==> src/design/i2cm_pkg.sv <==
// i2cm_pkg: shared types, codes and constants of the I2C register access master.
// No dependencies; the design files other than i2cm_if refer to it by scoped names.
package i2cm_pkg;

  localparam int unsigned RecoveryPulses = 9;
  localparam logic [4:0]  RecoveryLimit  = 5'(RecoveryPulses);

  localparam int unsigned ApbAddrW    = 3;
  localparam int unsigned ApbDataW    = 32;
  localparam logic [9:0]  TicksReset  = 10'd45;
  localparam logic [0:0]  RegTicksPerSlot = 1'b0;

  localparam logic [2:0] StOk        = 3'd0;
  localparam logic [2:0] StAddrNack  = 3'd1;
  localparam logic [2:0] StRegNack   = 3'd2;
  localparam logic [2:0] StDataNack  = 3'd3;
  localparam logic [2:0] StZeroLen   = 3'd4;

  typedef enum logic [1:0] {
    OpTick    = 2'd0,
    OpWrite   = 2'd1,
    OpRead    = 2'd2,
    OpRecover = 2'd3
  } opcode_e;

  typedef enum logic [24:0] {
    PhIdle   = 25'h0000001,
    PhStart0 = 25'h0000002,
    PhStart1 = 25'h0000004,
    PhStart2 = 25'h0000008,
    PhStart3 = 25'h0000010,
    PhWbit0  = 25'h0000020,
    PhWbit1  = 25'h0000040,
    PhWbit2  = 25'h0000080,
    PhWack0  = 25'h0000100,
    PhWack1  = 25'h0000200,
    PhWack2  = 25'h0000400,
    PhWack3  = 25'h0000800,
    PhRbit0  = 25'h0001000,
    PhRbit1  = 25'h0002000,
    PhRack0  = 25'h0004000,
    PhRack1  = 25'h0008000,
    PhRack2  = 25'h0010000,
    PhRack3  = 25'h0020000,
    PhStop0  = 25'h0040000,
    PhStop1  = 25'h0080000,
    PhStop2  = 25'h0100000,
    PhStop3  = 25'h0200000,
    PhRhead  = 25'h0400000,
    PhPulse0 = 25'h0800000,
    PhPulse1 = 25'h1000000
  } phase_e;

  typedef struct packed {
    logic [1:0]  opcode;
    logic [6:0]  device_address;
    logic [7:0]  register_address;
    logic [7:0]  write_value;
    logic [15:0] read_count;
    logic        sda_in;
  } req_t;

  typedef struct packed {
    logic       scl_out;
    logic       sda_out;
    logic       busy_res;
    logic       read_valid;
    logic [7:0] read_data;
    logic       last_byte;
    logic       done_res;
    logic [2:0] status;
  } res_t;

endpackage

==> src/design/i2cm_if.sv <==
// i2cm_if: valid/ready channel interfaces for requests and results.
// Refers to no other file; its field widths match those of i2cm_pkg.
interface i2cm_req_if;
  logic        valid;
  logic        ready;
  logic [1:0]  opcode;
  logic [6:0]  device_address;
  logic [7:0]  register_address;
  logic [7:0]  write_value;
  logic [15:0] read_count;
  logic        sda_in;

  modport source (output valid, opcode, device_address, register_address, write_value,
                  read_count, sda_in, input ready);
  modport sink (input valid, opcode, device_address, register_address, write_value,
                read_count, sda_in, output ready);
endinterface

interface i2cm_res_if;
  logic       valid;
  logic       ready;
  logic       scl_out;
  logic       sda_out;
  logic       busy_res;
  logic       read_valid;
  logic [7:0] read_data;
  logic       last_byte;
  logic       done_res;
  logic [2:0] status;

  modport source (output valid, scl_out, sda_out, busy_res, read_valid, read_data,
                  last_byte, done_res, status, input ready);
  modport sink (input valid, scl_out, sda_out, busy_res, read_valid, read_data,
                last_byte, done_res, status, output ready);
endinterface

==> src/design/i2cm_apb_regs.sv <==
// i2cm_apb_regs: APB register file holding ticks_per_slot.
// Depends on i2cm_pkg.
module i2cm_apb_regs (
  input  logic                            clk_i,
  input  logic                            rst_ni,
  input  logic                            psel,
  input  logic                            penable,
  input  logic                            pwrite,
  input  logic [i2cm_pkg::ApbAddrW-1:0]   paddr,
  input  logic [i2cm_pkg::ApbDataW-1:0]   pwdata,
  output logic [i2cm_pkg::ApbDataW-1:0]   prdata,
  output logic                            pready,
  output logic [9:0]                      ticks_o
);

  logic [9:0] ticks_q, ticks_d;
  logic       hit;

  assign hit    = (paddr[i2cm_pkg::ApbAddrW-1:2] == i2cm_pkg::RegTicksPerSlot);
  assign pready = 1'b1;
  assign prdata = hit ? {{(i2cm_pkg::ApbDataW-10){1'b0}}, ticks_q} : '0;

  always_comb begin
    ticks_d = ticks_q;
    if (psel && penable && pwrite && hit) begin
      ticks_d = pwdata[9:0];
    end
  end

  always_ff @(posedge clk_i or negedge rst_ni) begin
    if (!rst_ni) begin
      ticks_q <= i2cm_pkg::TicksReset;
    end else begin
      ticks_q <= ticks_d;
    end
  end

  assign ticks_o = ticks_q;

endmodule

==> src/design/i2cm_engine.sv <==
// i2cm_engine: bus sequencer state and its one-slot-per-request next-state logic.
// Depends on i2cm_pkg; produces one result per accepted request.
module i2cm_engine (
  input  logic             clk_i,
  input  logic             rst_ni,
  input  logic             push_i,
  input  i2cm_pkg::req_t   req_i,
  input  logic [9:0]       ticks_i,
  output i2cm_pkg::res_t   res_o
);

  i2cm_pkg::phase_e phase_q, phase_d, tgt;
  logic [9:0]  slot_q, slot_d, slot_inc, tps;
  logic [3:0]  bc_q, bc_d, bc_inc;
  logic [7:0]  shift_q, shift_d, rx_byte;
  logic [15:0] left_q, left_d;
  logic [6:0]  dev_q, dev_d;
  logic [7:0]  reg_q, reg_d, val_q, val_d;
  logic        scl_q, scl_d, sda_q, sda_d;
  logic [2:0]  fstat_q, fstat_d;
  logic        do_enter, idle;
  logic        ev_valid, ev_last, ev_done;
  logic [7:0]  ev_data;
  logic [2:0]  ev_status;
  i2cm_pkg::opcode_e op;

  assign op       = i2cm_pkg::opcode_e'(req_i.opcode);
  assign idle     = (phase_q == i2cm_pkg::PhIdle);
  assign tps      = (ticks_i == 10'd0) ? 10'd1 : ticks_i;
  assign slot_inc = slot_q + 10'd1;
  assign bc_inc   = bc_q + 4'd1;
  assign rx_byte  = {shift_q[6:0], req_i.sda_in};

  always_comb begin
    phase_d   = phase_q;
    slot_d    = slot_q;
    bc_d      = bc_q;
    shift_d   = shift_q;
    left_d    = left_q;
    dev_d     = dev_q;
    reg_d     = reg_q;
    val_d     = val_q;
    scl_d     = scl_q;
    sda_d     = sda_q;
    fstat_d   = fstat_q;
    tgt       = phase_q;
    do_enter  = 1'b0;
    ev_valid  = 1'b0;
    ev_last   = 1'b0;
    ev_done   = 1'b0;
    ev_data   = 8'd0;
    ev_status = i2cm_pkg::StOk;

    if (op == i2cm_pkg::OpTick) begin
      if (!idle) begin
        slot_d = slot_inc;
        if (slot_inc >= tps) begin
          // slot over: run the end-of-slot step of the current phase
          unique case (phase_q)
            i2cm_pkg::PhStart0: begin do_enter = 1'b1; tgt = i2cm_pkg::PhStart1; end
            i2cm_pkg::PhStart1: begin do_enter = 1'b1; tgt = i2cm_pkg::PhStart2; end
            i2cm_pkg::PhStart2: begin do_enter = 1'b1; tgt = i2cm_pkg::PhStart3; end
            i2cm_pkg::PhStart3: begin
              // first START sends the write address, a repeated START the read address
              if (fstat_q == i2cm_pkg::StOk) begin
                fstat_d = i2cm_pkg::StAddrNack;
                shift_d = {dev_q, 1'b0};
              end else begin
                fstat_d = i2cm_pkg::StDataNack;
                shift_d = {dev_q, 1'b1};
              end
              bc_d = 4'd0; do_enter = 1'b1; tgt = i2cm_pkg::PhWbit0;
            end
            i2cm_pkg::PhWbit0: begin do_enter = 1'b1; tgt = i2cm_pkg::PhWbit1; end
            i2cm_pkg::PhWbit1: begin do_enter = 1'b1; tgt = i2cm_pkg::PhWbit2; end
            i2cm_pkg::PhWbit2: begin
              shift_d  = {shift_q[6:0], 1'b0};
              bc_d     = bc_inc;
              do_enter = 1'b1;
              tgt      = (bc_inc >= 4'd8) ? i2cm_pkg::PhWack0 : i2cm_pkg::PhWbit0;
            end
            i2cm_pkg::PhWack0: begin do_enter = 1'b1; tgt = i2cm_pkg::PhWack1; end
            i2cm_pkg::PhWack1: begin do_enter = 1'b1; tgt = i2cm_pkg::PhWack2; end
            i2cm_pkg::PhWack2: begin
              // hold the acknowledge bit in the shifter until the next slot ends
              shift_d = {7'd0, req_i.sda_in};
              do_enter = 1'b1; tgt = i2cm_pkg::PhWack3;
            end
            i2cm_pkg::PhWack3: begin
              do_enter = 1'b1;
              if (shift_q != 8'd0) begin
                tgt = i2cm_pkg::PhStop0;
              end else if (fstat_q == i2cm_pkg::StAddrNack) begin
                fstat_d = i2cm_pkg::StRegNack;
                shift_d = reg_q; bc_d = 4'd0; tgt = i2cm_pkg::PhWbit0;
              end else if (fstat_q == i2cm_pkg::StRegNack) begin
                if (left_q == 16'd0) begin
                  fstat_d = i2cm_pkg::StDataNack;
                  shift_d = val_q; bc_d = 4'd0; tgt = i2cm_pkg::PhWbit0;
                end else begin
                  tgt = i2cm_pkg::PhStart0;
                end
              end else begin
                fstat_d = i2cm_pkg::StOk;
                if (left_q == 16'd0) begin
                  tgt = i2cm_pkg::PhStop0;
                end else begin
                  shift_d = 8'd0; bc_d = 4'd0; tgt = i2cm_pkg::PhRbit0;
                end
              end
            end
            i2cm_pkg::PhRbit0: begin do_enter = 1'b1; tgt = i2cm_pkg::PhRbit1; end
            i2cm_pkg::PhRbit1: begin
              shift_d  = rx_byte;
              bc_d     = bc_inc;
              do_enter = 1'b1;
              if (bc_inc >= 4'd8) begin
                left_d   = left_q - 16'd1;
                ev_valid = 1'b1;
                ev_data  = rx_byte;
                ev_last  = (left_q == 16'd1);
                tgt      = i2cm_pkg::PhRack0;
              end else begin
                tgt = i2cm_pkg::PhRbit0;
              end
            end
            i2cm_pkg::PhRack0: begin do_enter = 1'b1; tgt = i2cm_pkg::PhRack1; end
            i2cm_pkg::PhRack1: begin do_enter = 1'b1; tgt = i2cm_pkg::PhRack2; end
            i2cm_pkg::PhRack2: begin do_enter = 1'b1; tgt = i2cm_pkg::PhRack3; end
            i2cm_pkg::PhRack3: begin
              sda_d    = 1'b1;
              do_enter = 1'b1;
              if (left_q == 16'd0) begin
                tgt = i2cm_pkg::PhStop0;
              end else begin
                shift_d = 8'd0; bc_d = 4'd0; tgt = i2cm_pkg::PhRbit0;
              end
            end
            i2cm_pkg::PhStop0: begin do_enter = 1'b1; tgt = i2cm_pkg::PhStop1; end
            i2cm_pkg::PhStop1: begin do_enter = 1'b1; tgt = i2cm_pkg::PhStop2; end
            i2cm_pkg::PhStop2: begin do_enter = 1'b1; tgt = i2cm_pkg::PhStop3; end
            i2cm_pkg::PhStop3: begin
              ev_done   = 1'b1;
              ev_status = fstat_q;
              phase_d   = i2cm_pkg::PhIdle;
              slot_d    = 10'd0;
            end
            i2cm_pkg::PhRhead: begin
              bc_d = 4'd0; do_enter = 1'b1; tgt = i2cm_pkg::PhPulse0;
            end
            i2cm_pkg::PhPulse0: begin do_enter = 1'b1; tgt = i2cm_pkg::PhPulse1; end
            i2cm_pkg::PhPulse1: begin
              do_enter = 1'b1;
              if ({1'b0, bc_q} + 5'd1 >= i2cm_pkg::RecoveryLimit) begin
                tgt = i2cm_pkg::PhStop0;
              end else begin
                bc_d = bc_inc; tgt = i2cm_pkg::PhPulse0;
              end
            end
            default: begin
              phase_d = i2cm_pkg::PhIdle;
              slot_d  = 10'd0;
            end
          endcase
        end
      end
    end else if (idle) begin
      dev_d   = req_i.device_address;
      reg_d   = req_i.register_address;
      val_d   = req_i.write_value;
      fstat_d = i2cm_pkg::StOk;
      bc_d    = 4'd0;
      shift_d = 8'd0;
      left_d  = 16'd0;
      unique case (op)
        i2cm_pkg::OpWrite: begin
          do_enter = 1'b1; tgt = i2cm_pkg::PhStart0;
        end
        i2cm_pkg::OpRead: begin
          left_d = req_i.read_count;
          if (req_i.read_count == 16'd0) begin
            fstat_d   = i2cm_pkg::StZeroLen;
            ev_done   = 1'b1;
            ev_status = i2cm_pkg::StZeroLen;
          end else begin
            do_enter = 1'b1; tgt = i2cm_pkg::PhStart0;
          end
        end
        i2cm_pkg::OpRecover: begin
          do_enter = 1'b1; tgt = i2cm_pkg::PhRhead;
        end
        default: ;
      endcase
    end

    // pin change made on entry to the new slot
    if (do_enter) begin
      phase_d = tgt;
      slot_d  = 10'd0;
      unique case (tgt)
        i2cm_pkg::PhStart0, i2cm_pkg::PhWack1, i2cm_pkg::PhStop3: sda_d = 1'b1;
        i2cm_pkg::PhStart2, i2cm_pkg::PhStop1: sda_d = 1'b0;
        i2cm_pkg::PhStart1, i2cm_pkg::PhWbit2, i2cm_pkg::PhWack2, i2cm_pkg::PhRbit1,
        i2cm_pkg::PhRack2, i2cm_pkg::PhStop2, i2cm_pkg::PhPulse1: scl_d = 1'b1;
        i2cm_pkg::PhStart3, i2cm_pkg::PhWbit0, i2cm_pkg::PhWack0, i2cm_pkg::PhWack3,
        i2cm_pkg::PhRack0, i2cm_pkg::PhRack3, i2cm_pkg::PhStop0,
        i2cm_pkg::PhPulse0: scl_d = 1'b0;
        i2cm_pkg::PhWbit1: sda_d = shift_d[7];
        i2cm_pkg::PhRbit0: begin scl_d = 1'b0; sda_d = 1'b1; end
        i2cm_pkg::PhRack1: sda_d = (left_d == 16'd0);
        i2cm_pkg::PhRhead: begin scl_d = 1'b1; sda_d = 1'b1; end
        default: ;
      endcase
    end
  end

  always_ff @(posedge clk_i or negedge rst_ni) begin
    if (!rst_ni) begin
      phase_q <= i2cm_pkg::PhIdle;
      slot_q  <= 10'd0;
      bc_q    <= 4'd0;
      shift_q <= 8'd0;
      left_q  <= 16'd0;
      dev_q   <= 7'd0;
      reg_q   <= 8'd0;
      val_q   <= 8'd0;
      scl_q   <= 1'b1;
      sda_q   <= 1'b1;
      fstat_q <= i2cm_pkg::StOk;
    end else if (push_i) begin
      phase_q <= phase_d;
      slot_q  <= slot_d;
      bc_q    <= bc_d;
      shift_q <= shift_d;
      left_q  <= left_d;
      dev_q   <= dev_d;
      reg_q   <= reg_d;
      val_q   <= val_d;
      scl_q   <= scl_d;
      sda_q   <= sda_d;
      fstat_q <= fstat_d;
    end
  end

  always_comb begin
    res_o.scl_out    = scl_d;
    res_o.sda_out    = sda_d;
    res_o.busy_res   = (phase_d != i2cm_pkg::PhIdle);
    res_o.read_valid = ev_valid;
    res_o.read_data  = ev_data;
    res_o.last_byte  = ev_valid & ev_last;
    res_o.done_res   = ev_done;
    res_o.status     = ev_status;
  end

`ifndef NO_ASSERTIONS
  a_rx_not_done: assert property (@(posedge clk_i) disable iff (!rst_ni)
    push_i && res_o.read_valid |-> !res_o.done_res && res_o.busy_res)
    else $error("received byte reported together with end of transfer");
  a_done_idle: assert property (@(posedge clk_i) disable iff (!rst_ni)
    push_i && res_o.done_res |-> !res_o.busy_res)
    else $error("transfer ended but sequencer still busy");
  a_hold_phase: assert property (@(posedge clk_i) disable iff (!rst_ni)
    !push_i |=> $stable(phase_q))
    else $error("phase moved without a request");
`endif

endmodule

==> src/design/i2cm_out_buf.sv <==
// i2cm_out_buf: result register plus one skid entry for the result channel.
// Depends on i2cm_pkg and the i2cm_res_if interface.
module i2cm_out_buf (
  input  logic            clk_i,
  input  logic            rst_ni,
  input  logic            push_i,
  input  i2cm_pkg::res_t  res_i,
  output logic            space_o,
  i2cm_res_if.source      res_o
);

  logic           out_valid_q, out_valid_d, skid_valid_q, skid_valid_d;
  i2cm_pkg::res_t out_q, out_d, skid_q, skid_d;
  logic           pop, out_free;

  assign pop      = out_valid_q & res_o.ready;
  assign out_free = ~out_valid_q | pop;
  assign space_o  = ~skid_valid_q;

  always_comb begin
    out_valid_d  = out_valid_q;
    skid_valid_d = skid_valid_q;
    out_d        = out_q;
    skid_d       = skid_q;
    if (out_free) begin
      if (skid_valid_q) begin
        out_d        = skid_q;
        out_valid_d  = 1'b1;
        skid_valid_d = 1'b0;
      end else begin
        out_d       = res_i;
        out_valid_d = push_i;
      end
    end else if (push_i) begin
      // result stalled: park the new one
      skid_d       = res_i;
      skid_valid_d = 1'b1;
    end
  end

  always_ff @(posedge clk_i or negedge rst_ni) begin
    if (!rst_ni) begin
      out_valid_q  <= 1'b0;
      skid_valid_q <= 1'b0;
    end else begin
      out_valid_q  <= out_valid_d;
      skid_valid_q <= skid_valid_d;
    end
  end

  always_ff @(posedge clk_i) begin
    out_q  <= out_d;
    skid_q <= skid_d;
  end

  assign res_o.valid      = out_valid_q;
  assign res_o.scl_out    = out_q.scl_out;
  assign res_o.sda_out    = out_q.sda_out;
  assign res_o.busy_res   = out_q.busy_res;
  assign res_o.read_valid = out_q.read_valid;
  assign res_o.read_data  = out_q.read_data;
  assign res_o.last_byte  = out_q.last_byte;
  assign res_o.done_res   = out_q.done_res;
  assign res_o.status     = out_q.status;

`ifndef NO_ASSERTIONS
  a_skid_behind_out: assert property (@(posedge clk_i) disable iff (!rst_ni)
    skid_valid_q |-> out_valid_q)
    else $error("skid entry held with empty result register");
  a_no_overflow: assert property (@(posedge clk_i) disable iff (!rst_ni)
    push_i |-> !skid_valid_q)
    else $error("result pushed into a full buffer");
  a_park_on_stall: assert property (@(posedge clk_i) disable iff (!rst_ni)
    out_valid_q && !res_o.ready && push_i |=> skid_valid_q)
    else $error("stalled push was not parked");
`endif

endmodule

==> src/design/i2c_master_register_access.sv <==
// i2c_master_register_access: top level of the I2C register access master.
// Depends on i2cm_pkg, i2cm_if, i2cm_apb_regs, i2cm_engine and i2cm_out_buf.
//
//   port     dir   handshake            carries
//   req_i    in    valid/ready          opcode, addresses, value, count, sda_in
//   res_o    out   valid/ready          pins, busy, read byte, done, status
//   APB      in    psel/penable/pready  ticks_per_slot at address 0
//
// One request per cycle while req_i is ready; results go to the result register, via
// the skid entry while res_o is stalled. The sequencer takes at most one slot step per
// request, so one state register set and the result register bound the path; a skid
// entry keeps req_i ready for one more request while a result is stalled.
// After reset the bus pins are released, the sequencer is idle and ticks_per_slot is 45.
module i2c_master_register_access (
  input  logic                          clk_i,
  input  logic                          rst_ni,
  input  logic                          psel,
  input  logic                          penable,
  input  logic                          pwrite,
  input  logic [i2cm_pkg::ApbAddrW-1:0] paddr,
  input  logic [i2cm_pkg::ApbDataW-1:0] pwdata,
  output logic [i2cm_pkg::ApbDataW-1:0] prdata,
  output logic                          pready,
  i2cm_req_if.sink                      req_i,
  i2cm_res_if.source                    res_o
);

  logic           push, space;
  logic [9:0]     ticks;
  i2cm_pkg::req_t req;
  i2cm_pkg::res_t res;

  assign req_i.ready = space;
  assign push        = req_i.valid & space;

  assign req.opcode           = req_i.opcode;
  assign req.device_address   = req_i.device_address;
  assign req.register_address = req_i.register_address;
  assign req.write_value      = req_i.write_value;
  assign req.read_count       = req_i.read_count;
  assign req.sda_in           = req_i.sda_in;

  i2cm_apb_regs u_regs (
    .clk_i   (clk_i),
    .rst_ni  (rst_ni),
    .psel    (psel),
    .penable (penable),
    .pwrite  (pwrite),
    .paddr   (paddr),
    .pwdata  (pwdata),
    .prdata  (prdata),
    .pready  (pready),
    .ticks_o (ticks)
  );

  i2cm_engine u_engine (
    .clk_i   (clk_i),
    .rst_ni  (rst_ni),
    .push_i  (push),
    .req_i   (req),
    .ticks_i (ticks),
    .res_o   (res)
  );

  i2cm_out_buf u_out (
    .clk_i   (clk_i),
    .rst_ni  (rst_ni),
    .push_i  (push),
    .res_i   (res),
    .space_o (space),
    .res_o   (res_o)
  );

endmodule
==> src/flat_wrapper.sv <==
// flat-port wrapper written by rule: the top's interface ports become plain ports
module i2c_master_register_access_flat 
  (clk_i, rst_ni, psel, penable, pwrite, paddr, pwdata, prdata, pready, req_i_valid, req_i_opcode, req_i_device_address, req_i_register_address, req_i_write_value, req_i_read_count, req_i_sda_in, req_i_ready, res_o_valid, res_o_scl_out, res_o_sda_out, res_o_busy_res, res_o_read_valid, res_o_read_data, res_o_last_byte, res_o_done_res, res_o_status, res_o_ready);
  i2cm_req_if req_i_i ();
  i2cm_res_if res_o_i ();
  input  logic clk_i;
  input  logic rst_ni;
  input  logic psel;
  input  logic penable;
  input  logic pwrite;
  input  logic [i2cm_pkg::ApbAddrW-1:0] paddr;
  input  logic [i2cm_pkg::ApbDataW-1:0] pwdata;
  output logic [i2cm_pkg::ApbDataW-1:0] prdata;
  output logic pready;
  input wire logic [$bits(req_i_i.valid)-1:0] req_i_valid;
  input wire logic [$bits(req_i_i.opcode)-1:0] req_i_opcode;
  input wire logic [$bits(req_i_i.device_address)-1:0] req_i_device_address;
  input wire logic [$bits(req_i_i.register_address)-1:0] req_i_register_address;
  input wire logic [$bits(req_i_i.write_value)-1:0] req_i_write_value;
  input wire logic [$bits(req_i_i.read_count)-1:0] req_i_read_count;
  input wire logic [$bits(req_i_i.sda_in)-1:0] req_i_sda_in;
  output wire logic [$bits(req_i_i.ready)-1:0] req_i_ready;
  output wire logic [$bits(res_o_i.valid)-1:0] res_o_valid;
  output wire logic [$bits(res_o_i.scl_out)-1:0] res_o_scl_out;
  output wire logic [$bits(res_o_i.sda_out)-1:0] res_o_sda_out;
  output wire logic [$bits(res_o_i.busy_res)-1:0] res_o_busy_res;
  output wire logic [$bits(res_o_i.read_valid)-1:0] res_o_read_valid;
  output wire logic [$bits(res_o_i.read_data)-1:0] res_o_read_data;
  output wire logic [$bits(res_o_i.last_byte)-1:0] res_o_last_byte;
  output wire logic [$bits(res_o_i.done_res)-1:0] res_o_done_res;
  output wire logic [$bits(res_o_i.status)-1:0] res_o_status;
  input wire logic [$bits(res_o_i.ready)-1:0] res_o_ready;
  assign req_i_i.valid = req_i_valid;
  assign req_i_i.opcode = req_i_opcode;
  assign req_i_i.device_address = req_i_device_address;
  assign req_i_i.register_address = req_i_register_address;
  assign req_i_i.write_value = req_i_write_value;
  assign req_i_i.read_count = req_i_read_count;
  assign req_i_i.sda_in = req_i_sda_in;
  assign req_i_ready = req_i_i.ready;
  assign res_o_valid = res_o_i.valid;
  assign res_o_scl_out = res_o_i.scl_out;
  assign res_o_sda_out = res_o_i.sda_out;
  assign res_o_busy_res = res_o_i.busy_res;
  assign res_o_read_valid = res_o_i.read_valid;
  assign res_o_read_data = res_o_i.read_data;
  assign res_o_last_byte = res_o_i.last_byte;
  assign res_o_done_res = res_o_i.done_res;
  assign res_o_status = res_o_i.status;
  assign res_o_i.ready = res_o_ready;
  i2c_master_register_access u_core (.clk_i(clk_i), .rst_ni(rst_ni), .psel(psel), .penable(penable), .pwrite(pwrite), .paddr(paddr), .pwdata(pwdata), .prdata(prdata), .pready(pready), .req_i(req_i_i), .res_o(res_o_i));
endmodule
==> config.mk <==
export PLATFORM = sky130hd
export DESIGN_NAME = i2c_master_register_access_flat
export DESIGN_NICKNAME = d
export VERILOG_FILES = /design/src/design/i2cm_pkg.sv /design/src/design/i2cm_if.sv /design/src/design/i2cm_apb_regs.sv /design/src/design/i2cm_engine.sv /design/src/design/i2cm_out_buf.sv /design/src/design/i2c_master_register_access.sv /design/src/flat_wrapper.sv
export SDC_FILE = /design/constraint.sdc
export NUM_CORES = 1
export LEC_CHECK = 0
export BUFFER_PORTS_ARGS = -buffer_cell sky130_fd_sc_hd__buf_2
export CORE_MARGIN = 2
export CORE_UTILIZATION = 53
export DETAILED_ROUTE_END_ITERATION = 7
export GPL_TIMING_DRIVEN = 1
export PLACE_DENSITY = 0.83
export SLEW_MARGIN = 40
export SYNTH_ARGS = -nofsm -noshare
export SYNTH_HDL_FRONTEND = slang
export SYNTH_SLANG_ARGS = --single-unit
==> constraint.sdc <==
create_clock -name clk_i -period 4.4 [get_ports clk_i]
set_input_delay 0.66 -clock clk_i [delete_from_list [all_inputs] [get_ports clk_i]]
set_output_delay 0.66 -clock clk_i [all_outputs]
set_load 0.01 [all_outputs]
# [Word-level counts from Yosys, hierarchy flattened]
# Index checks and enable logic that the tools add are counted.
[word_totals] n_memories=0 latch_bits=0 mem_bits_rw=0 reg_bits=137 input_bits=84 out_inout_bits=52 word_cells=253 mem_bits_ro=0
[classes] bitwise_logic=9 eq_ne=61 shift=0 div=0 n_addsub=4 muxes=114 mul=0 reduce_logical=31 n_lt_le_gt_ge=3
[op_table] operator="25-bit case mux with 23 select lines" n=1
[op_table] operator="25-bit 2-to-1 mux" n=13
[op_table] operator="16-bit 2-to-1 mux" n=7
[op_table] operator="8-bit 2-to-1 mux" n=14
[op_table] operator="25-bit case mux with 3 select lines" n=1
[op_table] operator="10-bit 2-to-1 mux" n=7
[op_table] operator="25-bit by 10-bit == test with 1-bit output (second input constant)" n=2
[op_table] operator="25-bit by 11-bit == test with 1-bit output (second input constant)" n=2
[op_table] operator="25-bit by 12-bit == test with 1-bit output (second input constant)" n=2
[op_table] operator="25-bit by 13-bit == test with 1-bit output (second input constant)" n=2
[op_table] operator="25-bit by 14-bit == test with 1-bit output (second input constant)" n=2
[op_table] operator="25-bit by 15-bit == test with 1-bit output (second input constant)" n=2
[op_table] operator="25-bit by 16-bit == test with 1-bit output (second input constant)" n=2
[op_table] operator="25-bit by 17-bit == test with 1-bit output (second input constant)" n=2
[op_table] operator="25-bit by 18-bit == test with 1-bit output (second input constant)" n=2
[op_table] operator="25-bit by 19-bit == test with 1-bit output (second input constant)" n=2
[op_table] operator="25-bit by 2-bit == test with 1-bit output (second input constant)" n=2
[op_table] operator="25-bit by 20-bit == test with 1-bit output (second input constant)" n=2
[op_table] operator="25-bit by 21-bit == test with 1-bit output (second input constant)" n=2
[op_table] operator="25-bit by 22-bit == test with 1-bit output (second input constant)" n=2
[op_table] operator="25-bit by 23-bit == test with 1-bit output (second input constant)" n=2
[op_table] operator="25-bit by 24-bit == test with 1-bit output (second input constant)" n=2
[op_table] operator="25-bit == test (second input constant)" n=2
[op_table] operator="25-bit by 3-bit == test with 1-bit output (second input constant)" n=2
[op_table] operator="other kinds (60)" n=143

# [Depth between registers and ports, before layout]
# Gate-level depths: netlist of the first run.
[logic_depth] depth_word=14 ltp_mapped=19 mapped_depth_nobuf=17

# [Hierarchy]
# A second synthesis of the first run with hierarchy kept.
[unflattened] hier_cells=1126 area_unflattened_um2=10039.6
[modules_own_cells] mod="i2cm_engine" seq_area_each_um2=2280.9 area_each_um2=7993.9 instances=1 cells_each=1005
[modules_own_cells] mod="i2cm_out_buf" seq_area_each_um2=1071.0 area_each_um2=1352.5 instances=1 cells_each=62
[modules_own_cells] mod="i2cm_apb_regs" seq_area_each_um2=255.2 area_each_um2=686.9 instances=1 cells_each=58
[modules_own_cells] mod="i2c_master_register_access" seq_area_each_um2=0.0 area_each_um2=6.3 instances=1 cells_each=1

# [Worst setup path before layout of the first run]
# No wires, ideal clock.
[synth_timing] path_type="reg2reg" startpoint="register u_core.u_engine.slot_q[0]" endpoint="register u_core.u_out.out_q, in the netlist u_core.u_out.res_o.scl_out (data pin)" setup_time_ns=0.152 slack_ns=0.039 arrival_time_ns=4.209 n_path_buf=1 required_ns=4.248 path_stages_with_launch=18 period_less_slack_ns=4.361 cell_sequence="dfrtp_1 > ha_1 > nand3_1 > nor2_1 > nand3_1 > xnor2_1 > ha_1 > nand4_1 > nor3_1 > nor2_1 > nor2_1 > clkbuf_1 > o21ai_0 > o21a_1 > a2111o_2 > a2111oi_4 > o21ai_2 > a31oi_1"
[synth_between] elab_chain_len=10 elab_cells_between_ends=30 cone_classes="add/sub (1); order compare (1); eq/ne (17); mux (9); reduce/logical (2)"
[synth_lines] element="from (decl)" line_no="i2cm_engine.sv:13" source="logic [9:0] slot_q, slot_d, slot_inc, tps;"
[synth_lines] element="from (signal assigned)" line_no="i2cm_engine.sv:232" source="slot_q <= slot_d;"
[synth_lines] element="10-bit by 1-bit adder with 10-bit output *" line_no="i2cm_engine.sv:30" source="assign slot_inc = slot_q + 10'd1;"
[synth_lines] element="10-bit greater-or-equal comparator *" line_no="i2cm_engine.sv:57" source="if (slot_inc >= tps) begin"
[synth_lines] element="25-bit 2-to-1 mux" line_no="i2cm_engine.sv:57"
[synth_lines] element="25-bit 2-to-1 mux" line_no="i2cm_engine.sv:55" source="if (!idle) begin"
[synth_lines] element="25-bit 2-to-1 mux" line_no="i2cm_engine.sv:54" source="if (op == i2cm_pkg::OpTick) begin"
[synth_lines] element="25-bit by 13-bit == test with 1-bit output (tied with other cells)" line_no="i2cm_engine.sv:200" source="unique case (tgt)"
[synth_lines] element="9-bit OR reduction (no source line) / 8-bit OR reduction (equally long branches)"
[synth_lines] element="1-bit case mux with 2 select lines" line_no="i2cm_engine.sv:200"
[synth_lines] element="1-bit 2-to-1 mux *" line_no="i2cm_engine.sv:197" source="if (do_enter) begin"
[synth_lines] element="17-bit 2-to-1 mux *" line_no="i2cm_out_buf.sv:26" source="if (skid_valid_q) begin"
[synth_lines] element="to (signal assigned)" line_no="i2cm_out_buf.sv:52" source="out_q <= out_d;"
[synth_lines] element="to (decl)" line_no="i2cm_out_buf.sv:13" source="i2cm_pkg::res_t out_q, out_d, skid_q, skid_d;"
# Mark *: on every way between the ends. The rest lies on a longest branch, timed or not.
# A chain may end at the register's enable or synchronous reset.

# [Worst setup path in the final report of the first run]
[layout_timing] startpoint="register u_core.u_engine.slot_q[0]" endpoint="register u_core.u_out.out_q, in the netlist u_core.u_out.res_o.sda_out (data pin)"
[layout_between] elab_chain_len=10 elab_cells_between_ends=32 cone_classes="add/sub (1); order compare (1); eq/ne (9); mux (18); reduce/logical (3)"
[layout_lines] element="10-bit by 1-bit adder with 10-bit output *" line_no="i2cm_engine.sv:30"
[layout_lines] element="10-bit greater-or-equal comparator *" line_no="i2cm_engine.sv:57"
[layout_lines] element="25-bit 2-to-1 mux" line_no="i2cm_engine.sv:57"
[layout_lines] element="25-bit 2-to-1 mux" line_no="i2cm_engine.sv:55"
[layout_lines] element="25-bit 2-to-1 mux" line_no="i2cm_engine.sv:54"
[layout_lines] element="25-bit by 23-bit == test with 1-bit output (tied with other cells)" line_no="i2cm_engine.sv:200"
[layout_lines] element="5-bit OR reduction (no source line) / 2-bit OR reduction (equally long branches)"
[layout_lines] element="1-bit case mux with 4 select lines" line_no="i2cm_engine.sv:200"
[layout_lines] element="1-bit 2-to-1 mux *" line_no="i2cm_engine.sv:197"
[layout_lines] element="17-bit 2-to-1 mux *" line_no="i2cm_out_buf.sv:26"
# Mark *: on every way between the ends. The rest lies on a longest branch, timed or not. The select of a mux whose other input is x is not followed.

==> results by group, run 1 <==
Setup path
  – Slowest cell on the critical path: or3_4
  – Top cell by count, worst path: nand3_2
  – Bufs and invs on worst path: 2
  – Setup Crit Path Kind: reg -> reg
  – CP peak stage delay: between 0.4 and 0.5 ns
  – Element type at the critical path end: flip-flop
  – Critical path data required time: 4.67 ns
  – CP top delay family: simple AND/OR/NAND/NOR gates
  – Worst path arrival time: around 4.6 ns
  – Flop-to-flop setup slack: roughly 0.12 ns
  – Critical Path Start Type: flip-flop
  – Cells along the critical path: ha_2 -> nand3_2 -> nor2_4 -> nand3_2 -> xnor2_2 -> ha_1 -> nand4_1 -> or3_4 -> nand2_1 -> buf_12 -> nand2_8 -> a21oi_4 -> mux2_4 -> buf_4 -> or2_2 -> nor3_1 -> nand3_2 -> a41oi_2
  – Max FO, Critical Path: 14

Worst hold path
  – Hold WC Path Type: in -> async

Clock tree
  – CTS tree: done
  – CTS max path bufs: 2
  – Clock Sinks: between 100 and 150
  – Root buf cell: clkbuf_16
  – Worst-path clk slew: about 0.060 ns
  – Worst-Skew Late Latency: around 0.43 ns
  – Total CTS buffers: 17
  – H-tree Lvls: 4

Floorplanning
  – Core Footprint: between 0.015 and 0.02 mm^2
  – Die area: about 0.02 mm^2
  – Die Span X: about 140 um
  – Die H: 140.9 um
  – Initial Utilization: 0.5363
  – # IOs: about 140
  – Row cnt: 50

Timing
  – Actual slew at the worst max-slew pin: approximately 0.76 ns
  – Clock skew: around 0.012 ns
  – Final Slew Violations: 0
  – Setup TNS: 0 ns
  – Slew Limit Headroom: 0.4895
  – Minimum clock period: ~4.3 ns
  – Max Clock Freq: between 0.2 and 0.25 GHz
  – Fin. Hold Viols: 0
  – Post-route clock period utilization: 0.9731
  – Crit path setup slack, layout: about 0.12 ns
  – Final setup viols: 0
  – RSZ-0062 raised after global routing: yes

Cells and area
  – Layout overhead on the synthesized area: 23.51%
  – Layout cells sized above 1: 0.3203
  – Most frequent cells in the layout: buf_4, dfrtp_1, nand2_1
  – Fin area: between 0.01 and 0.015 mm^2
  – Antenna diodes: 0
  – Util after Layout: 0.6624
  – Most common cell after layout, fill and taps aside: buf_4
  – Nets: 1413

Drt
  – 1st-pass router iterations: 8
  – Post-Route WL: 35150 um
  – Remaining DRCs: 6
  – 1st-iter DRT viols: about 1400
  – Vias per cell: ~6.6
  – WL per Instance: about 23 um
  – Via count: slightly above 10000
  – Antenna Nets Post-Route: 0

GRT
  – GR met2 Demand/Resource: 0.5368
  – Pin count of the biggest net entering global routing: 48
  – Initial antenna violation count: 0
  – M3 GR Usage: 0.07880
  – Met1 global-route usage: 0.4689
  – GRT busiest layer: met2
  – GRT Total Usage: 0.3477
  – Grt ovf: 0
  – Vias in the first global route: between 9000 and 10000
  – First-pass GRT wire length: between 50000 and 60000 um

Logic synthesis
  – Post-synth top area share: 0.2419
  – Most used DFF post-synth: dfrtp_1
  – FFs w/ async S/R, synth: 0.7518
  – Count of cell types in the netlist: 105
  – Top cell type by total area after synthesis: dfrtp_1
  – Post-synthesis average cell area: about 9 um^2
  – Synth Instances: about 1100
  – Count of synthesis-stage warnings from yosys: 0
  – Synthesized area: 0.009931 mm^2
  – Synth top area cells: dfrtp_1, edfxtp_1, mux2_2, nand2_1, o21ai_0
  – Flops & latches, synth: around 140
  – Post-synth EDFFs: 34
  – Sequential fraction of the synthesis area: 0.3632

Power and ir drop
  – Power Density: approximately 420 mW/mm^2
  – Worst vdd ir: slightly above 0.3 mV
  – Total power: between 0.005 and 0.006 W
  – Lkg Pwr: between 5 and 6 nW

Run
  – Number of max-cap violations: 0

Place
  – Placed Instance Area: between 0.01 and 0.015 mm^2
  – Hpwl dp: between 20000 and 30000 um
  – Routability Congestion: between 1 and 1.5
  – IO buf count: 88
  – Pre-CTS setup slack: -0.02331 ns

Run status
  – Outcome: finished, violations left
  – Failing checks: design-rule violations
## layout make-up
class / count / area [um^2]
clock buffer: 18 / 429.2
clock inverter: 14 / 146.4
fill: 1503 / 6252
inverter: 31 / 116.4
multi-input combinational: 871 / 5939
sequential: 137 / 3607
tap: 234 / 292.8
timing repair buffer: 256 / 1734
## what timing repair did
action | in CTS | in global routing
buffers inserted | 0 | 4
pin swaps | 0 | 16
endpoints found under the setup margin | 1 | 6
hold buffers | 0 | 0
resized for setup | 3 | 31
## worst paths after layout
check                                          start                          to  cells past startpoint
setup / recovery           u_core.u_engine.slot_q[0]  u_core.u_out.res_o.sda_out                     18
hold / removal                                rst_ni    u_core.u_out.res_o.valid                      1
setup reg to reg           u_core.u_engine.slot_q[0]  u_core.u_out.res_o.sda_out                     18
hold reg to reg                u_core.u_engine.scl_q       u_core.u_engine.scl_q                      2
max in group asynchronous                     rst_ni    u_core.u_regs.ticks_o[3]                      2
min in group clk_i                         pwdata[9]    u_core.u_regs.ticks_o[9]                      2
## registers in the layout, indices dropped and copies added, names as in the netlist
signal and flops:
u_core.u_engine.shift_q 8, u_core.u_out.skid_q 17, u_core.u_out.res_o.sda_out 1, u_core.u_engine.scl_q 1
u_core.u_out.res_o.busy_res 1, u_core.u_out.res_o.scl_out 1, u_core.u_engine.reg_q 8, u_core.u_regs.ticks_o 10
u_core.u_out.res_o.read_valid 1, u_core.u_out.res_o.done_res 1, u_core.u_out.res_o.valid 1, u_core.u_engine.fstat_q 3
u_core.u_engine.sda_q 1, u_core.u_engine.val_q 8, u_core.u_out.res_o.last_byte 1, u_core.u_engine.dev_q 7
u_core.u_engine.phase_q 25, u_core.u_engine.slot_q 10, u_core.u_out.res_o.status 3, u_core.u_out.skid_valid_q 1
u_core.u_engine.left_q 16, u_core.u_out.res_o.read_data 8, u_core.u_engine.bc_q 4
## metal layers
layer | wire, um | vias up
met1 | 13850 | 4910
met5 | 0 | -
met3 | 3873 | 145
met2 | 15700 | 728
met4 | 1727 | 0
li1 | - | 4582
## per-stage QoR
| step | hold slack, ns | cells |
|---|---|---|
| 2_1_floorplan | 0.3644 | 1126 |
| 3_5_place_dp | 0.4715 | 1525 |
| 5_1_grt | 0.2833 | 1561 |
| 6_report | 0.2376 | 1561 |
| 3_3_place_gp | 0.4615 | 1524 |
| 4_1_cts | 0.2582 | 1557 |
## report_power, final
group | internal (W) | total, W | switching [W]
Sequential | 0.00151 | 0.00170 | 0.000187
Clock | 0.000837 | 0.00143 | 0.000590
Combinational | 0.000858 | 0.00197 | 0.00111
Total | 0.00321 | 0.00510 | 0.00189
## synthesized netlist by cell type (all sizes together), types with 7 or more instances
master	count
xnor2	16
and3	12
dfstp	7
nor2	89
a31oi	12
mux2	51
or4	15
inv	31
and4	7
xor2	10
o211ai	13
nand4	20
nand2b	8
a211oi	12
a21oi	52
nand2	95
buf	41
nor4	45
dfrtp	96
and2	14
clkbuf	46
nand3	47
ha	15
mux2i	12
o21ai	73
or3	11
a32o	7
or2	13
nor3	61
a22o	25
o31ai	10
edfxtp	34
o22ai	7
## kinds of logic (layout without fill, tap and decap cells)
family | count (synthesis) | in the layout | synth area share
AOI/OAI and AO/OA | 272 | 272 | 0.1934
DFF | 137 | 137 | 0.3632
buffers and inverters | 118 | 319 | 0.06047
and+or+nand+nor | 472 | 472 | 0.2700
xor gates and xnor gates | 26 | 26 | 0.02293
adders and majority gates | 15 | 15 | 0.01890
other | 2 | 23 | 0.0007562
muxes | 63 | 63 | 0.07030
(Power assumes the default switching activity.)
==> run 2: changes to the inputs <==
--- a/config.mk
+++ b/config.mk
@@ -6,8 +6,8 @@
 export NUM_CORES = 1
 export LEC_CHECK = 0
 export BUFFER_PORTS_ARGS = -buffer_cell sky130_fd_sc_hd__buf_2
-export CORE_MARGIN = 2
 export CORE_UTILIZATION = 53
+export CTS_CLUSTER_SIZE = 40
 export DETAILED_ROUTE_END_ITERATION = 7
 export GPL_TIMING_DRIVEN = 1
 export PLACE_DENSITY = 0.83
==> results by group, run 2 (synthesized netlist as in run 1, its figures left out) <==
Run status
  – Outcome: finished clean (was finished, violations left)

Drt
  – Remaining DRCs: 0 (was 6)
  – 1st-iter DRT viols: 1110 (was 1359)
  – Vias per cell: 6.610 (was 6.640)
  – Via count: 10338 (was 10365)
  – Antenna Nets Post-Route: 0 (unchanged)
  – Post-Route WL: 36110 um (was 35150 um)
  – WL per Instance: 23.09 um (was 22.52 um)
  – 1st-pass router iterations: 8 (unchanged)

Floorplanning
  – Row cnt: 49 (was 50)
  – Die H: 138.9 um (was 140.9 um)
  – Die area: 0.01929 mm^2 (was 0.01985 mm^2)
  – Initial Utilization: 0.5472 (was 0.5363)
  – Die Span X: 138.9 um (was 140.9 um)
  – # IOs: 136 (unchanged)
  – Core Footprint: 0.01815 mm^2 (was 0.01852 mm^2)

Power and ir drop
  – Lkg Pwr: 5.256 nW (was 5.171 nW)
  – Total power: 0.005196 W (was 0.005101 W)
  – Power Density: 418.0 mW/mm^2 (was 415.9 mW/mm^2)
  – Worst vdd ir: 0.2611 mV (was 0.3084 mV)

Timing
  – Max Clock Freq: 0.2330 GHz (was 0.2336 GHz)
  – Minimum clock period: 4.292 ns (was 4.281 ns)
  – Actual slew at the worst max-slew pin: 0.8459 ns (was 0.7592 ns)
  – Post-route clock period utilization: 0.9754 (was 0.9731)
  – Clock skew: 0.01799 ns (was 0.01212 ns)
  – Final Hold Slack: 0.1466 ns (was 0.2376 ns)
  – Fin. Hold Viols: 0 (unchanged)
  – Setup TNS: 0 ns (unchanged)
  – Final setup viols: 0 (unchanged)
  – Final Slew Violations: 0 (unchanged)
  – Slew Limit Headroom: 0.4313 (was 0.4895)

GRT
  – Grt ovf: 0 (unchanged)
  – Initial antenna violation count: 0 (unchanged)
  – GRT Total Usage: 0.3720 (was 0.3477)
  – Pin count of the biggest net entering global routing: 42 (was 48)
  – Vias in the first global route: 9822 (was 9652)
  – First-pass GRT wire length: 54840 um (was 53510 um)

Place
  – IO buf count: 88 (unchanged)
  – Hpwl dp: 27110 um (was 26060 um)
  – Placed Instance Area: 0.01153 mm^2 (was 0.01152 mm^2)
  – Routability Congestion: 1.027 (was 1.088)
  – Cells after DPL: 1523 (was 1525)

Cells and area
  – Sequential cell area: 0.003607 mm^2 (unchanged)
  – Nets: 1421 (was 1413)
  – Largest register FFs: 25 (unchanged)
  – Largest Register: u_core.u_engine.phase_q (unchanged)
  – Layout cells sized above 1: 0.3356 (was 0.3203)
  – Most common cell after layout, fill and taps aside: buf_4 (unchanged)
  – Filler Cells Inserted: 1406 (was 1503)
  – Largest registers: u_core.u_engine.phase_q x25, u_core.u_out.skid_q x17, u_core.u_engine.left_q x16 (unchanged)
  – Non-filler cells, final: 1564 (was 1561)
  – Area of the multi-input gates: 0.006023 mm^2 (was 0.005939 mm^2)
  – Fin area: 0.01243 mm^2 (was 0.01227 mm^2)
  – Antenna diodes: 0 (unchanged)
  – Most frequent cells in the layout: buf_4, dfrtp_1, nand2_1 (unchanged)
  – Layout overhead on the synthesized area: 25.17% (was 23.51%)

Clock tree
  – Worst-path clk slew: 0.07 ns (was 0.06 ns)
  – H-tree Lvls: 4 (unchanged)
  – Root buf cell: clkbuf_16 (unchanged)
  – Worst-Skew Late Latency: 0.44 ns (was 0.43 ns)
  – Total CTS buffers: 17 (unchanged)
  – Clock Sinks: 137 (unchanged)
  – CTS tree: done (unchanged)
  – CTS max path bufs: 2 (unchanged)

Setup path
  – Worst path arrival time: 4.56 ns (about the same)
  – Worst Reg-to-Reg Cells: 17 (was 18)
  – Flop-to-flop setup slack: 0.11 ns (was 0.12 ns)
  – Critical Path Start Type: flip-flop (unchanged)
  – Element type at the critical path end: flip-flop (unchanged)
  – Max FO, Critical Path: 3 (was 14)
  – Critical path data required time: 4.67 ns (about the same)
  – Worst r2r src: u_core.u_engine.slot_q[0] (unchanged)
  – Worst reg2reg path endpoint: u_core.u_out.res_o.sda_out (unchanged)
  – Setup Crit Path Kind: reg -> reg (unchanged)

Run
  – Number of max-cap violations: 0 (unchanged)

Worst hold path
  – Hold WC Path Type: in -> async (unchanged)
-- run 2: how the worst max path moves through the flow --
stage	start	endpoint	slack, ns	cells after the start
2_1_floorplan	u_core.u_engine.slot_q[0]	u_core.u_out.res_o.scl_out	0.04	17
3_3_place_gp	u_core.u_engine.slot_q[0]	u_core.u_out.res_o.sda_out	0.04	19
3_5_place_dp	u_core.u_engine.slot_q[1]	u_core.u_out.res_o.sda_out	-0.11	19
4_1_cts	u_core.u_engine.slot_q[1]	u_core.u_out.res_o.sda_out	-0.04	17
5_1_grt	u_core.u_engine.slot_q[0]	u_core.u_out.res_o.sda_out	-0.06	17
6_report	u_core.u_engine.slot_q[0]	u_core.u_out.res_o.sda_out	0.11	17
-- run 2: metrics by stage --
| stage | util | worst slack (ns) |
|---|---|---|
| finish | 0.6850 | 0.1084 |
| global route | 0.6850 | -0.06234 |
| CTS | 0.6695 | -0.04399 |
| detailed placement | 0.6353 | -0.1052 |
| global placement | 0.6349 | 0.03895 |
| floorplan | - | 0.03908 |
-- run 2: final cells by class --
cell class | count | area share
Multi-Input combinational cell | 871 | 0.4845
Sequential cell | 137 | 0.2902
Timing Repair Buffer | 264 | 0.1444
Clock buffer | 18 | 0.03533
Tap cell | 229 | 0.02305
Clock inverter | 14 | 0.01309
Inverter | 31 | 0.009361
-- run 2: critical path: stages, from the launching register on --
cell and delay (ns):
dfrtp_1 0.41, ha_4 0.16, nand3_2 0.12, nor2_4 0.12
nand3_2 0.11, xnor2_2 0.18, ha_1 0.33, nand4_1 0.19
or3_4 0.47, a21oi_4 0.20, mux2_2 0.36, a221oi_2 0.27
nand3_1 0.11, or4b_4 0.55, o21ai_2 0.15, buf_6 0.13
nand3_2 0.09, a41oi_2 0.19
-- run 2: metal layers --
metal / GRT usage / routed length (um) / vias up
met4: 0.1649 / 1461 / 0
li1: - / - / 4591
met5: 0 / 0 / -
met2: 0.5859 / 16330 / 681
met1: 0.4988 / 14680 / 4955
met3: 0.07217 / 3650 / 111
-- run 2: what timing repair did --
item                                    4_1_cts  5_1_grt
gates resized for setup                       3       49
pin swaps                                     1       20
gates cloned                                  0        1
endpoints found under the setup margin        3        6
setup buffers                                 0        8
hold buffers                                  0        0
-- run 2: report_power, final --
group	internal, W	total (W)	switching, W
clock	0.000867	0.00150	0.000634
combinational	0.000873	0.00196	0.00109
sequential	0.00151	0.00174	0.000223
total	0.00325	0.00520	0.00194
